===== src/hdl/afhp_pkg.sv =====
// ----------------------------------------------------------------------------
// afhp_pkg
// Shared types and constants of the audio frame header parser.
// ----------------------------------------------------------------------------
package afhp_pkg;

  // Header layout
  localparam int unsigned HEADER_BYTES = 24;
  localparam int unsigned MAGIC_AT     = 0;
  localparam int unsigned VERSION_AT   = 4;
  localparam int unsigned FLAGS_AT     = 5;
  localparam int unsigned SEQ_AT       = 8;
  localparam int unsigned STAMP_AT     = 12;
  localparam int unsigned LEN_AT       = 20;

  // Magic bytes, in arrival order
  localparam logic [7:0] MAGIC0 = 8'h53;
  localparam logic [7:0] MAGIC1 = 8'h43;
  localparam logic [7:0] MAGIC2 = 8'h4D;
  localparam logic [7:0] MAGIC3 = 8'h54;

  // Version after reset
  localparam logic [7:0] VERSION_RESET = 8'h01;

  // One parsed header
  typedef struct packed {
    logic               header_ok;
    logic [7:0]         frame_flags;
    logic [31:0]        sequence_number;
    logic signed [63:0] frame_stamp;
    logic [31:0]        payload_bytes;
  } afhp_result_t;

endpackage


===== src/hdl/afhp_intf.sv =====
// ----------------------------------------------------------------------------
// afhp_intf
// Valid/ready channels of the audio frame header parser.
// ----------------------------------------------------------------------------

// Frame byte stream
interface afhp_byte_if;
  logic       valid;
  logic       ready;
  logic [7:0] data_byte;
  logic       frame_end;

  modport source (output valid, output data_byte, output frame_end, input ready);
  modport sink   (input valid, input data_byte, input frame_end, output ready);
endinterface

// Parsed header results
interface afhp_hdr_if;
  logic               valid;
  logic               ready;
  logic               header_ok;
  logic [7:0]         frame_flags;
  logic [31:0]        sequence_number;
  logic signed [63:0] frame_stamp;
  logic [31:0]        payload_bytes;

  modport source (output valid, output header_ok, output frame_flags,
                  output sequence_number, output frame_stamp,
                  output payload_bytes, input ready);
  modport sink   (input valid, input header_ok, input frame_flags,
                  input sequence_number, input frame_stamp,
                  input payload_bytes, output ready);
endinterface

// Version register write channel
interface afhp_cfg_if;
  logic       valid;
  logic       ready;
  logic [7:0] data;

  modport source (output valid, output data, input ready);
  modport sink   (input valid, input data, output ready);
endinterface


===== src/hdl/afhp_parser.sv =====
// ----------------------------------------------------------------------------
// afhp_parser
// Per-frame byte counter, magic/version check and header field gathering.
// ----------------------------------------------------------------------------
module afhp_parser
  import afhp_pkg::*;
#(
  parameter int unsigned COUNT_BITS = 33
) (
  input  logic         clk_i,
  input  logic         rst_ni,
  input  logic         step_i,      // consume the byte below this cycle
  input  logic [7:0]   byte_i,
  input  logic         last_i,
  input  logic [7:0]   version_i,
  output afhp_result_t res_o        // result of the byte below, if last
);

  localparam int unsigned CW = ((COUNT_BITS > 33) ? COUNT_BITS : 33) + 1;

  logic [COUNT_BITS-1:0] count_q, count_d;
  logic                  prefix_q, prefix_d;
  logic [7:0]            flags_q, flags_d;
  logic [31:0]           seq_q, seq_d;
  logic [63:0]           ts_q, ts_d;
  logic [31:0]           len_q, len_d;
  logic [CW-1:0]         total;
  logic [CW-1:0]         need;
  logic                  ok;

  // Next state for the current byte
  always_comb begin
    prefix_d = prefix_q;
    flags_d  = flags_q;
    seq_d    = seq_q;
    ts_d     = ts_q;
    len_d    = len_q;

    if (count_q == COUNT_BITS'(MAGIC_AT)     && byte_i != MAGIC0)    prefix_d = 1'b0;
    if (count_q == COUNT_BITS'(MAGIC_AT + 1) && byte_i != MAGIC1)    prefix_d = 1'b0;
    if (count_q == COUNT_BITS'(MAGIC_AT + 2) && byte_i != MAGIC2)    prefix_d = 1'b0;
    if (count_q == COUNT_BITS'(MAGIC_AT + 3) && byte_i != MAGIC3)    prefix_d = 1'b0;
    if (count_q == COUNT_BITS'(VERSION_AT)   && byte_i != version_i) prefix_d = 1'b0;
    if (count_q == COUNT_BITS'(FLAGS_AT)) flags_d = byte_i;

    // big-endian shift-in of the multi-byte fields
    if (count_q >= COUNT_BITS'(SEQ_AT) && count_q < COUNT_BITS'(SEQ_AT + 4)) begin
      seq_d = {seq_q[23:0], byte_i};
    end
    if (count_q >= COUNT_BITS'(STAMP_AT) && count_q < COUNT_BITS'(STAMP_AT + 8)) begin
      ts_d = {ts_q[55:0], byte_i};
    end
    if (count_q >= COUNT_BITS'(LEN_AT) && count_q < COUNT_BITS'(LEN_AT + 4)) begin
      len_d = {len_q[23:0], byte_i};
    end

    // saturating byte count
    count_d = (count_q == '1) ? count_q : count_q + COUNT_BITS'(1);
  end

  // Length checks against the count including this byte
  assign total = CW'(count_d);
  assign need  = CW'(len_d) + CW'(HEADER_BYTES);
  assign ok    = prefix_d && (total >= CW'(HEADER_BYTES)) && (total >= need);

  // Rejected frames report zero fields
  always_comb begin
    res_o.header_ok       = ok;
    res_o.frame_flags     = ok ? flags_d : 8'd0;
    res_o.sequence_number = ok ? seq_d : 32'd0;
    res_o.frame_stamp     = ok ? $signed(ts_d) : 64'sd0;
    res_o.payload_bytes   = ok ? len_d : 32'd0;
  end

  // Frame state; cleared after the last byte
  always_ff @(posedge clk_i or negedge rst_ni) begin
    if (!rst_ni) begin
      count_q  <= '0;
      prefix_q <= 1'b1;
    end else if (step_i) begin
      if (last_i) begin
        count_q  <= '0;
        prefix_q <= 1'b1;
      end else begin
        count_q  <= count_d;
        prefix_q <= prefix_d;
      end
    end
  end

  // Gathered fields
  always_ff @(posedge clk_i or negedge rst_ni) begin
    if (!rst_ni) begin
      flags_q <= '0;
      seq_q   <= '0;
      ts_q    <= '0;
      len_q   <= '0;
    end else if (step_i) begin
      flags_q <= flags_d;
      seq_q   <= seq_d;
      ts_q    <= ts_d;
      len_q   <= len_d;
    end
  end

endmodule


===== src/hdl/audio_frame_header_parser_core.sv =====
// ----------------------------------------------------------------------------
// audio_frame_header_parser_core
// Checks and unpacks the 24-byte header of byte-serial audio frames.
// ----------------------------------------------------------------------------
// Usage:
//   byte_i carries one frame byte per transfer, frame_end high on the last
//   byte. For every last byte one transfer leaves on hdr_o: header_ok plus
//   flags, sequence, timestamp and payload length (all zero when rejected).
//   cfg_i writes the expected version byte; it is always ready and should
//   be written only while no frame is in flight.
// Throughput: one byte per clock, for any frame length, while no frame end
//   waits on a full result register. Path: a last byte passes the input
//   register, then parser logic into the result register.
// Reset: counter cleared, magic check armed, version back to 1, no result
//   pending.
// Stall: a waiting result holds hdr_o steady; bytes that are not frame ends
//   keep flowing, and only a new frame end waits until the result is taken.
// ----------------------------------------------------------------------------
module audio_frame_header_parser_core
  import afhp_pkg::*;
#(
  parameter int unsigned COUNT_BITS = 33
) (
  input  logic         clk_i,
  input  logic         rst_ni,
  afhp_cfg_if.sink     cfg_i,
  afhp_byte_if.sink    byte_i,
  afhp_hdr_if.source   hdr_o
);

  logic         in_valid_q;
  logic [7:0]   in_byte_q;
  logic         in_last_q;
  logic         in_go;
  logic         out_free;
  logic         out_valid_q;
  afhp_result_t out_q;
  afhp_result_t res;
  logic [7:0]   version_q;

  // Version register
  assign cfg_i.ready = 1'b1;

  always_ff @(posedge clk_i or negedge rst_ni) begin
    if (!rst_ni) begin
      version_q <= VERSION_RESET;
    end else if (cfg_i.valid) begin
      version_q <= cfg_i.data;
    end
  end

  // Handshake: only a frame end needs a free result register
  assign out_free     = !out_valid_q || hdr_o.ready;
  assign in_go        = in_valid_q && (!in_last_q || out_free);
  assign byte_i.ready = !in_valid_q || in_go;

  // Input register
  always_ff @(posedge clk_i or negedge rst_ni) begin
    if (!rst_ni) begin
      in_valid_q <= 1'b0;
    end else if (byte_i.ready) begin
      in_valid_q <= byte_i.valid;
    end
  end

  always_ff @(posedge clk_i) begin
    if (byte_i.valid && byte_i.ready) begin
      in_byte_q <= byte_i.data_byte;
      in_last_q <= byte_i.frame_end;
    end
  end

  // Parser
  afhp_parser #(
    .COUNT_BITS (COUNT_BITS)
  ) u_parser (
    .clk_i     (clk_i),
    .rst_ni    (rst_ni),
    .step_i    (in_go),
    .byte_i    (in_byte_q),
    .last_i    (in_last_q),
    .version_i (version_q),
    .res_o     (res)
  );

  // Result register
  always_ff @(posedge clk_i or negedge rst_ni) begin
    if (!rst_ni) begin
      out_valid_q <= 1'b0;
    end else if (in_go && in_last_q) begin
      out_valid_q <= 1'b1;
    end else if (hdr_o.ready) begin
      out_valid_q <= 1'b0;
    end
  end

  always_ff @(posedge clk_i) begin
    if (in_go && in_last_q) begin
      out_q <= res;
    end
  end

  assign hdr_o.valid           = out_valid_q;
  assign hdr_o.header_ok       = out_q.header_ok;
  assign hdr_o.frame_flags     = out_q.frame_flags;
  assign hdr_o.sequence_number = out_q.sequence_number;
  assign hdr_o.frame_stamp     = out_q.frame_stamp;
  assign hdr_o.payload_bytes   = out_q.payload_bytes;

endmodule


===== src/flat_wrapper.sv =====
// flat-port wrapper written by rule: the top's interface ports become plain ports
module audio_frame_header_parser_core_flat import afhp_pkg::*;
#(
  parameter int unsigned COUNT_BITS = 33
)
  (clk_i, rst_ni, cfg_i_valid, cfg_i_data, cfg_i_ready, byte_i_valid, byte_i_data_byte, byte_i_frame_end, byte_i_ready, hdr_o_valid, hdr_o_header_ok, hdr_o_frame_flags, hdr_o_sequence_number, hdr_o_frame_stamp, hdr_o_payload_bytes, hdr_o_ready);
  afhp_cfg_if cfg_i_i ();
  afhp_byte_if byte_i_i ();
  afhp_hdr_if hdr_o_i ();
  input  logic clk_i;
  input  logic rst_ni;
  input wire logic [$bits(cfg_i_i.valid)-1:0] cfg_i_valid;
  input wire logic [$bits(cfg_i_i.data)-1:0] cfg_i_data;
  output wire logic [$bits(cfg_i_i.ready)-1:0] cfg_i_ready;
  input wire logic [$bits(byte_i_i.valid)-1:0] byte_i_valid;
  input wire logic [$bits(byte_i_i.data_byte)-1:0] byte_i_data_byte;
  input wire logic [$bits(byte_i_i.frame_end)-1:0] byte_i_frame_end;
  output wire logic [$bits(byte_i_i.ready)-1:0] byte_i_ready;
  output wire logic [$bits(hdr_o_i.valid)-1:0] hdr_o_valid;
  output wire logic [$bits(hdr_o_i.header_ok)-1:0] hdr_o_header_ok;
  output wire logic [$bits(hdr_o_i.frame_flags)-1:0] hdr_o_frame_flags;
  output wire logic [$bits(hdr_o_i.sequence_number)-1:0] hdr_o_sequence_number;
  output wire logic [$bits(hdr_o_i.frame_stamp)-1:0] hdr_o_frame_stamp;
  output wire logic [$bits(hdr_o_i.payload_bytes)-1:0] hdr_o_payload_bytes;
  input wire logic [$bits(hdr_o_i.ready)-1:0] hdr_o_ready;
  assign cfg_i_i.valid = cfg_i_valid;
  assign cfg_i_i.data = cfg_i_data;
  assign cfg_i_ready = cfg_i_i.ready;
  assign byte_i_i.valid = byte_i_valid;
  assign byte_i_i.data_byte = byte_i_data_byte;
  assign byte_i_i.frame_end = byte_i_frame_end;
  assign byte_i_ready = byte_i_i.ready;
  assign hdr_o_valid = hdr_o_i.valid;
  assign hdr_o_header_ok = hdr_o_i.header_ok;
  assign hdr_o_frame_flags = hdr_o_i.frame_flags;
  assign hdr_o_sequence_number = hdr_o_i.sequence_number;
  assign hdr_o_frame_stamp = hdr_o_i.frame_stamp;
  assign hdr_o_payload_bytes = hdr_o_i.payload_bytes;
  assign hdr_o_i.ready = hdr_o_ready;
  audio_frame_header_parser_core #(.COUNT_BITS(COUNT_BITS)) u_core (.clk_i(clk_i), .rst_ni(rst_ni), .cfg_i(cfg_i_i), .byte_i(byte_i_i), .hdr_o(hdr_o_i));
endmodule

===== config.mk =====
export PLATFORM = sky130hd
export DESIGN_NAME = audio_frame_header_parser_core_flat
export DESIGN_NICKNAME = d
export VERILOG_FILES = /design/src/hdl/afhp_pkg.sv /design/src/hdl/afhp_intf.sv /design/src/hdl/afhp_parser.sv /design/src/hdl/audio_frame_header_parser_core.sv /design/src/flat_wrapper.sv
export SDC_FILE = /design/constraint.sdc
export NUM_CORES = 1
export LEC_CHECK = 0
export ABC_AREA = 1
export BUFFER_PORTS_ARGS = -buffer_cell sky130_fd_sc_hd__buf_2
export CAP_MARGIN = 20
export CELL_PAD_IN_SITES_DETAIL_PLACEMENT = 2
export CELL_PAD_IN_SITES_GLOBAL_PLACEMENT = 2
export CORE_AREA = 2 2 212 214
export DETAILED_ROUTE_END_ITERATION = 8
export DIE_AREA = 0 0 214 216
export PLACE_DENSITY_LB_ADDON = 0.1
export SKIP_LAST_GASP = 1
export SLEW_MARGIN = 30
export SYNTH_ARGS = -nofsm -noshare
export SYNTH_HDL_FRONTEND = slang
export SYNTH_SLANG_ARGS = --single-unit

===== constraint.sdc =====
create_clock -name clk_i -period 10.9 [get_ports clk_i]
set_input_delay 1.635 -clock clk_i [delete_from_list [all_inputs] [get_ports clk_i]]
set_output_delay 1.635 -clock clk_i [all_outputs]
set_load 0.02 [all_outputs]

==> metrics <==
hold buffer count at cts=0; CTS sink count=326; vias in the first global route=16,300; initial core utilization=38.8%; # port buffers=160; Syn Nets=2,150; post-synthesis simple-gate area fraction=24.2%; first-pass GRT wire length=94,000 microns; Vias/cell=5.18; Rel. slew slack=40.5%; Psw=1.20 mW; yosys warns=0; layout cell share with drive strength beyond 1=12.2%; Synth Area in Adders=2.80%; initial antenna violation count=2; post-layout min period=6.55 ns; CTS Buf Count=38; status=completed; max incr delay on CP=0.75 ns; crit path launch type=flip-flop; register area share after synthesis=52.3%; area fraction in compound gates after synthesis=9.17%; actual slew at the worst max-slew pin=0.893 ns; GRT overflow=0; Max Cap Viol=0; CTS root buf=clkbuf_16; Slowest-stage cell, CP=buf_4; overall fraction of global-route tracks in use=25.9%; cell taking the most area after synthesis=dfrtp_1; Synth area leaders=dfrtp_1 (26%), edfxtp_1 (26%), nand2_1 (13%); worst path arrival time=6.81 ns; clock-pin slew on the worst setup and hold paths=0.06 ns; crit end category=flip-flop; Synth top area share=26.2%; HP Class=reg2reg; Worst Hold End=u_core.u_parser.seq_q[31]$_DFFE_PN0P_; Total Die Area=46,200 sq um; R2R Setup Slk=4.35 ns; Post-DP HPWL=41,700 microns; P_leak=8.47 nW; Synth Instances=2,090; R2R cell count=29; PD cells=188 nW/um^2; Worst Clk Skew=0.0258 ns; placed cell count=2,765; Setup Buffers After CTS=0; Top delay family on crit path=simple AND/OR/NAND/NOR gates; largest net degree at the start of global routing=115; Clock Power Share=35.1%; Synth Cell Area=17,000 sq um; CTS tree=built; Top-Level Pins=162; Layout Cells excl Fill=2,838; sw frac=32.9%; Critical Path RT=11.16 ns; leading cell type in the layout, fill and taps excluded=nand2_1; Combinational Power Share=20.1%; die height=216 microns; Bufs and invs on worst path=4; Crit path top cell by count=nand2_1; unrepaired setup endpoints after global routing=no; DRC=0; Core Box Area=43,800 sq um; Pre-antenna DRT Iters=5; fin crit share=60.1%; mux cell area share after synthesis=0.530%; routability congestion estimate=0.879; setup TNS=0 ns; DRT iter0 DRCs=773; register bit total from synthesis=326; Resize count post-CTS=0; Int Power=2.46 mW; Die X=214 microns; Distinct cells, synth=41; CTS H-tree lvls=2; Worst VDD drop=123 uV; post-route ant nets=0; largest family of logic cells by synthesized area=simple AND/OR/NAND/NOR gates; worst skew pair latency=0.57 ns; reg-to-reg endpoint=u_core.hdr_o.header_ok$_DFFE_PP_; Max clock buf depth=3; nets=2,275; final setup fails=0; Max Fclk=153 MHz; Synth Area per Inst=8.14 sq um; share of power burned in registers=44.8%; Fill cells=4,952; critical setup path kind=reg2reg; max-slew violations=0; XOR/XNOR Fraction of Synth Area=2.11%; Hold Crit Start=u_core.u_parser.seq_q[31]$_DFFE_PN0P_; FF-to-FF Start=u_core.u_parser.count_q[25]$_DFFE_PN0P_; worst-path maximum fanout=71; via count=14,700; Routed WL=59,500 microns; most frequent cells in the layout=nand2_1 (577), inv_1 (264), nor2_1 (260); hold path cells=2; Area Growth Syn to Fin=14.8%; WL/cell=21.0 microns; Final Hold Fails=0; # rows=77
==> power groups by stage <==
| stage | Clock, mW | Sequential [mW] | Combinational (mW) |
|---|---|---|---|
| floorplan | 0 | 1.64 | 0.456 |
| global placement | 0 | 1.63 | 0.658 |
| detailed placement | 0 | 1.66 | 0.718 |
| CTS | 1.31 | 1.64 | 0.747 |
| global route | 1.35 | 1.67 | 0.856 |
| finish | 1.28 | 1.64 | 0.737 |
==> kinds of logic after synthesis <==
| family | after synthesis |
|---|---|
| flip-flops | 326 |
| adder cells (fa/ha/maj) | 38 |
| buffers and inverters | 363 |
| AND/OR/NAND/NOR | 1007 |
| XOR/XNOR | 41 |
| other | 1 |
| multiplexers | 8 |
| AO/OA/AOI/OAI | 306 |
==> metal layers <==
| metal | vias up | share of wire [%] | track usage [%] |
|---|---|---|---|
| met5 | - | 0 | 0 |
| met4 | 0 | 2.3 | 6.46 |
| met3 | 76 | 3.4 | 3.88 |
| met2 | 214 | 50 | 44.9 |
| met1 | 7488 | 44 | 34.1 |
| li1 | 6935 | - | - |
==> state kept, by name, indices dropped and copies added (netlist names) <==
name and cells:
u_core.u_parser.ts_q 64, u_core.hdr_o.sequence_number 32, u_core.u_parser.len_q 32, u_core.hdr_o.valid 1
u_core.version_q 8, u_core.hdr_o.frame_flags 8, u_core.hdr_o.frame_stamp 64, u_core.hdr_o.header_ok 1
u_core.u_parser.flags_q 8, u_core.u_parser.count_q 33, u_core.hdr_o.payload_bytes 32, u_core.in_valid_q 1
u_core.u_parser.seq_q 32, u_core.in_last_q 1, u_core.u_parser.prefix_q 1, u_core.in_byte_q 8
==> layout make-up <==
class	instances	area, sq um	area share, %
inverters	273	1030	5.29
diodes	1	2.50	0.0128
multi-input cells	1401	6660	34.1
clock inverters	9	88.8	0.455
well taps	592	741	3.79
repair buffers	175	962	4.93
clock buffers	61	1140	5.84
flip-flops and latches	326	8890	45.5
==> cell usage after synthesis <==
master and n:
a21oi_1 33, o2111ai_1 1, and3_1 1, nor3_2 3, o21a_1 2, nand3_4 1, clkbuf_1 49, nor2_1 262
nor2_2 11, edfxtp_1 146, conb_1 1, nand3_1 88, xor2_1 40, o21ai_0 250, o21ai_1 12, buf_2 12
nand2_1 579, nand3b_1 4, dfstp_2 2, xnor2_1 1, buf_6 15, nand3_2 1, ha_1 38, nor4_2 1
o22ai_1 6, inv_1 266, a311oi_2 1, nor3b_1 1, nor3_1 12, inv_2 6, o211ai_1 1, clkinv_1 1
nor2_4 2, buf_1 9, dfrtp_1 178, mux2_2 8, and2_1 2, nor4_1 7, nand2_2 2, nand4_1 30
buf_4 5
==> worst reg2reg max path, delay by kind of cell, from the launching register on <==
kind	cells	cell delay (ns)
buffers and inverters	4	1.27
DFF	1	0.40
and+or+nand+nor	21	3.74
AOI/OAI and AO/OA	2	0.33
adders and majority gates	2	0.53
==> stage by stage <==
stage               setup WS (ns)  utilization, %  hold slack (ns)  power (mW)  area (sq um)
finish                       4.35            44.5            0.494        3.66         19500
global route                 3.69            44.5            0.525        3.88         19500
CTS                          3.89            44.4            0.493        3.70         19500
detailed placement           3.86            41.6            0.479        2.38         18200
global placement             4.22            41.6            0.465        2.29         18200
floorplan                    5.38               -            0.453        2.09         17000
==> how the worst max path moves through the flow <==
stage	from	cells past startpoint	slack, ns	end
after detailed placement	u_core.u_parser.count_q[32]$_DFFE_PN0P_	29	3.86	u_core.hdr_o.frame_stamp[31]$_SDFFCE_PN0P_
after floorplan	hdr_o_ready	7	5.38	u_core.hdr_o.frame_flags[0]$_SDFFCE_PN0P_
after global placement	u_core.u_parser.count_q[28]$_DFFE_PN0P_	29	4.22	u_core.hdr_o.frame_flags[5]$_SDFFCE_PN0P_
after global routing	u_core.u_parser.count_q[28]$_DFFE_PN0P_	29	3.69	u_core.hdr_o.frame_stamp[10]$_SDFFCE_PN0P_
after CTS	u_core.u_parser.count_q[28]$_DFFE_PN0P_	29	3.89	u_core.hdr_o.sequence_number[27]$_SDFFCE_PN0P_
final	u_core.u_parser.count_q[25]$_DFFE_PN0P_	29	4.35	u_core.hdr_o.header_ok$_DFFE_PP_
Note: power is estimated with default switching activity, not from simulation.
